File: config.mk
export PLATFORM = sky130hd
export DESIGN_NAME = tmie_wrap
export DESIGN_NICKNAME = d
export VERILOG_FILES = /design/src/hdl/tmie_pkg.sv /design/src/hdl/tmie_wrap.sv
export SDC_FILE = /design/constraint.sdc
export NUM_CORES = 1
export LEC_CHECK = 0
export ABC_AREA = 0
export BUFFER_PORTS_ARGS = -buffer_cell sky130_fd_sc_hd__buf_2
export CAP_MARGIN = 20
export CORE_ASPECT_RATIO = 2
export CORE_MARGIN = 2
export CORE_UTILIZATION = 45
export DETAILED_ROUTE_END_ITERATION = 12
export PLACE_DENSITY = 0.76
export SYNTH_ARGS = -nofsm -noshare
export SYNTH_HDL_FRONTEND = slang
export SYNTH_SLANG_ARGS = --single-unit
export TNS_END_PERCENT = 20
File: constraint.sdc
create_clock -name clk_i -period 1.3 [get_ports clk_i]
set_clock_uncertainty 0.15 [all_clocks]
set_input_delay 0.195 -clock clk_i [delete_from_list [all_inputs] [get_ports clk_i]]
set_output_delay 0.195 -clock clk_i [all_outputs]
set_load 0.03 [all_outputs]
File: src/hdl/tmie_pkg.sv
// ----------------------------------------------------------------------------
// tmie_pkg
// Shared types and constants of the tape machine instruction executor.
// ----------------------------------------------------------------------------
package tmie_pkg;

  localparam int OP_W      = 5;
  localparam int OFF_W     = 16;
  localparam int DELTA_W   = OFF_W + 1;
  localparam int DELTA_MAX = 32768;

  typedef enum logic [OP_W-1:0] {
    OP_NEXT        = 5'd0,
    OP_PREV        = 5'd1,
    OP_NEXT_N      = 5'd2,
    OP_PREV_N      = 5'd3,
    OP_INC         = 5'd4,
    OP_DEC         = 5'd5,
    OP_ADD         = 5'd6,
    OP_SUB         = 5'd7,
    OP_INC_AT      = 5'd8,
    OP_DEC_AT      = 5'd9,
    OP_ADD_AT      = 5'd10,
    OP_SUB_AT      = 5'd11,
    OP_PUT         = 5'd12,
    OP_GET         = 5'd13,
    OP_LOOP_START  = 5'd14,
    OP_LOOP_END    = 5'd15,
    OP_ZERO        = 5'd16,
    OP_ASSIGN      = 5'd17,
    OP_ASSIGN_AT   = 5'd18,
    OP_SEARCH_ZERO = 5'd19,
    OP_ADD_VAR     = 5'd20,
    OP_SUB_VAR     = 5'd21,
    OP_CMUL_VAR    = 5'd22,
    OP_INF_LOOP    = 5'd23
  } op_e;

  typedef logic signed [DELTA_W-1:0] delta_t;

endpackage

File: src/hdl/tmie_wrap.sv
// ----------------------------------------------------------------------------
// tmie_wrap
// Address unit: base plus signed delta, reduced modulo the tape depth by
// one conditional subtract per cycle; power-of-two depths need none.
// ----------------------------------------------------------------------------
module tmie_wrap import tmie_pkg::*; #(
  parameter int DEPTH  = 32768,
  parameter int ADDR_W = 15
) (
  input  logic              clk_i,
  input  logic              rst_ni,
  input  logic              start_i,
  input  logic [ADDR_W-1:0] base_i,
  input  delta_t            delta_i,
  output logic              busy_o,
  output logic [ADDR_W-1:0] result_o
);

  localparam int  SW      = ((ADDR_W > OFF_W) ? ADDR_W : OFF_W) + 2;
  localparam int  BIAS    = DEPTH * ((DELTA_MAX + DEPTH - 1) / DEPTH);
  localparam int  KMAX    = SW - ADDR_W;
  localparam int  KW      = $clog2(KMAX + 1);
  localparam bit  IS_POW2 = ((DEPTH & (DEPTH - 1)) == 0);

  logic [SW-1:0] v_q, v_d;
  logic [KW-1:0] k_q, k_d;
  logic          busy_q, busy_d;
  logic [SW:0]   step_w;
  logic [SW:0]   v_ext;
  logic [SW-1:0] v_init;

  assign v_init = SW'(base_i) + {{(SW-DELTA_W){delta_i[DELTA_W-1]}}, delta_i} + SW'(BIAS);
  assign step_w = (SW+1)'(DEPTH) << k_q;
  assign v_ext  = {1'b0, v_q};

  always_comb begin
    v_d    = v_q;
    k_d    = k_q;
    busy_d = busy_q;
    if (start_i) begin
      v_d    = v_init;
      k_d    = KW'(KMAX);
      busy_d = !IS_POW2;
    end else if (busy_q) begin
      if (v_ext >= step_w) begin
        v_d = SW'(v_ext - step_w);
      end
      if (k_q == '0) begin
        busy_d = 1'b0;
      end else begin
        k_d = k_q - KW'(1);
      end
    end
  end

  always_ff @(posedge clk_i or negedge rst_ni) begin
    if (!rst_ni) begin
      busy_q <= 1'b0;
      v_q    <= '0;
      k_q    <= '0;
    end else begin
      busy_q <= busy_d;
      v_q    <= v_d;
      k_q    <= k_d;
    end
  end

  assign busy_o   = busy_q;
  assign result_o = v_q[ADDR_W-1:0];

endmodule

==> results.sh <==
export IMPL_outcome="complete, but fails checks"
export IMPL_violations="negative setup slack"
export IMPL_timing_critical_path_slowest_cell_delay_ns=0.36
export IMPL_core_rowCount=29
export IMPL_max_freq_mhz=565
export IMPL_critical_path_top_delay_family="compound AO/OA/AOI/OAI gates"
export IMPL_fin_tns_setup_ns=-3.82
export IMPL_synthCells=158
export IMPL_wl_microns=3370
export IMPL_dp_hpwl_microns=2630
export IMPL_leakage_nw=1.03
export IMPL_antenna_cells=0
export IMPL_finalCritPeriodShare_pct=136
export IMPL_end_kind="register"
export IMPL_ys_ff_latch=18
export IMPL_cp_num_cells=10
export IMPL_ant_nets=0
export IMPL_synth_area_sq_um=1470
export IMPL_avgViaCountPerCell=5.48
export IMPL_yosysUniqueCellTypes=32
export IMPL_htreeDepth=1
export IMPL_crit_chain="buf_6 > ha_4 > inv_2 > fa_2 > nand2b_4 > a21oi_4 > o211ai_1 > a21o_1 > xor2_1 > a21oi_1"
export IMPL_synth_top_area_cell="dfrtp_1"
export IMPL_tightest_slew_ns=0.414
export IMPL_critPathLaunch="delta_i[0]"
export IMPL_gp_congestion=0.832
export IMPL_worst_slack_ns=-0.471
export IMPL_synth_avg_cell_area_sq_um=9.30
export IMPL_yosys_area_top_type_share_pct=30.6
export IMPL_ios=51
export IMPL_cp_start_kind="input pin"
export IMPL_rr_startpoint="k_q[0]"
export IMPL_clkSlewWorstSetupHoldPaths_ns=0.07
export IMPL_io_buffers=48
export IMPL_worstHoldStart="base_i[0]"
export IMPL_antenna_found_initial=0
export IMPL_grt_pass1_vias=1402
export IMPL_synth_nets=210
export IMPL_grt_max_degree=19
export IMPL_synthTopCellsByCount="18 x dfrtp_1, 16 x ha_1, 15 x buf_4"
export IMPL_async_reset_ff_share_pct=100
export IMPL_cts_buffers=3
export IMPL_pwr_density_cell_nw_per_um2=1080
export IMPL_drive_gt1_share_pct=50.7
export IMPL_synth_most_common_cell="dfrtp_1"
export IMPL_tritoncts="built"
export IMPL_yosys_warnings=0
export IMPL_die_area_sq_um=3770
export IMPL_setup_viol_count_final=12
export IMPL_slowest_stage="fa_2"
export IMPL_grt_util_all_layers_pct=19.6
export IMPL_cts_sinks=18
export IMPL_finalCriticalPeriod_ns=1.77
export IMPL_max_cap_violations=0
export IMPL_cts_buffer_depth=2
export IMPL_drtIter0Drc=10
export IMPL_slew_headroom_pct=72.4
export IMPL_fp_dieH_microns=84.8
export IMPL_hp_class="input pin to register"
export IMPL_die_x_microns=44.4
export IMPL_r2r_cells=6
export IMPL_yosys_most_used_dff="dfrtp_1"
export IMPL_route_vias_total=1369
export IMPL_clock_latency_ns=0.25
export IMPL_min_path_cells=3
export IMPL_worst_setup_path_type="input pin to register"
export IMPL_ys_seq_area_share_pct=30.6
export IMPL_synth_edf_count=0
export IMPL_post_route_drc_count=0
export IMPL_power_mw=2.22
export IMPL_syn2layout_area_growth_pct=40.5
export IMPL_dr_pass1_iters=4
export IMPL_required_ns=1.33
export IMPL_hold_viol_final=0
export IMPL_critPathBufInv=2
export IMPL_wl_per_cell_microns=13.5
export IMPL_ir_drop_v=0.000717
export IMPL_final_max_slew_violation_count=0
export IMPL_start_util_pct=46.6
export IMPL_fin_nets=272
export IMPL_rsz0062_at_grt="true"
export IMPL_arrival_ns=1.80
export IMPL_overflow=0
export IMPL_clock_root_buffer="clkbuf_8"
export IMPL_synth_area_leaders="dfrtp_1 31%, ha_1 14%, buf_4 7.7%"
export IMPL_grt_pass1_wl_microns=5620
export IMPL_crit_fanout=3
export IMPL_core_region_area_sq_um=3160
logic make-up (layout without fill, tap and decap cells):
kind of cell             Yosys count  count (layout)  synth area share (%)
AO/OA/AOI/OAI                     40              40                  18.6
XOR/XNOR                          12              12                  7.15
adder cells (fa/ha/maj)           17              17                  15.0
buffers and inverters             31              92                  11.7
flip-flops                        18              18                  30.6
multiplexers                      10              10                  7.57
AND/OR/NAND/NOR                   30              30                  9.28
area by class of cell:
cell class	count	area, sq um
sequential	18	450
tap	31	38.8
fill	266	1090
inverter	12	45.0
clock buffer	4	55.1
multi-input combinational	109	1010
timing repair buffer	76	469
worst reg2reg max path: stages, from the launching register on:
cell	delay [ns]
dfrtp_1	0.36
inv_1	0.07
ha_1	0.14
inv_1	0.05
nand2_2	0.10
nor2_2	0.04
a211o_1	0.26
layer usage:
metal  part of all wire (%)  up-vias  global-route usage, %  wire [microns]
met5                      0        -                      0               0
met1                     36      653                   19.3            1200
met2                     56       42                   35.3            1880
met4                    5.2        0                   14.3             174
met3                    3.2       15                   1.70             109
li1                       -      659                      -               -
registers in the layout, indices dropped and copies added (netlist names):
name and cells:
k_q 2, busy_o 1, v_q 15
what timing repair did:
action,in CTS,in global routing
pin swaps,12,1
gates resized for setup,12,4
endpoints found under the hold margin,18,0
setup endpoints to repair,12,13
setup buffers,1,1
hold buffers,1,0
metrics by stage:
step	std cells	hold slack [ns]	cell area [sq um]	setup slack (ns)	util [%]
finish	250	0.127	2070	-0.471	65.4
global route	250	0.140	2070	-0.545	65.4
CTS	249	0.124	2030	-0.462	64.2
detailed placement	243	0.00418	1890	-0.784	59.8
global placement	243	0.00350	1890	-0.750	59.8
floorplan	158	-0.251	1550	-0.555	-
final timing paths:
check	slack, ns	endpoint
worst max-delay path	-0.47	v_q[14]
worst min-delay path	0.13	v_q[0]
worst max register to register	0.02	k_q[1]
worst min register to register	0.34	k_q[1]
max in group asynchronous	0.45	v_q[1]
min in group asynchronous	0.25	v_q[3]
cells in the final DEF, fill, tap and decap left out, types with 2 or more instances in the layout:
master and instances:
a21o_1 4, a21oi_1 9, nor3_1 2, nor2_1 13, o211ai_1 3, inv_1 11
mux2_2 8, a211o_1 4, ha_4 6, buf_6 3, o21ai_2 2, xor2_1 4
ha_1 9, dfrtp_1 18, buf_4 26, o21ai_0 4, a21oi_2 2, clkbuf_8 4
nand2_1 5, nand2b_1 4, xnor2_1 8, buf_2 46
power by group:
group / internal (mW) / switching (mW) / total [mW]
sequential: 0.668 / 0.0551 / 0.723
clock: 0.269 / 0.189 / 0.458
combinational: 0.465 / 0.579 / 1.04
No activity file was read; power rests on OpenSTA's default activity.
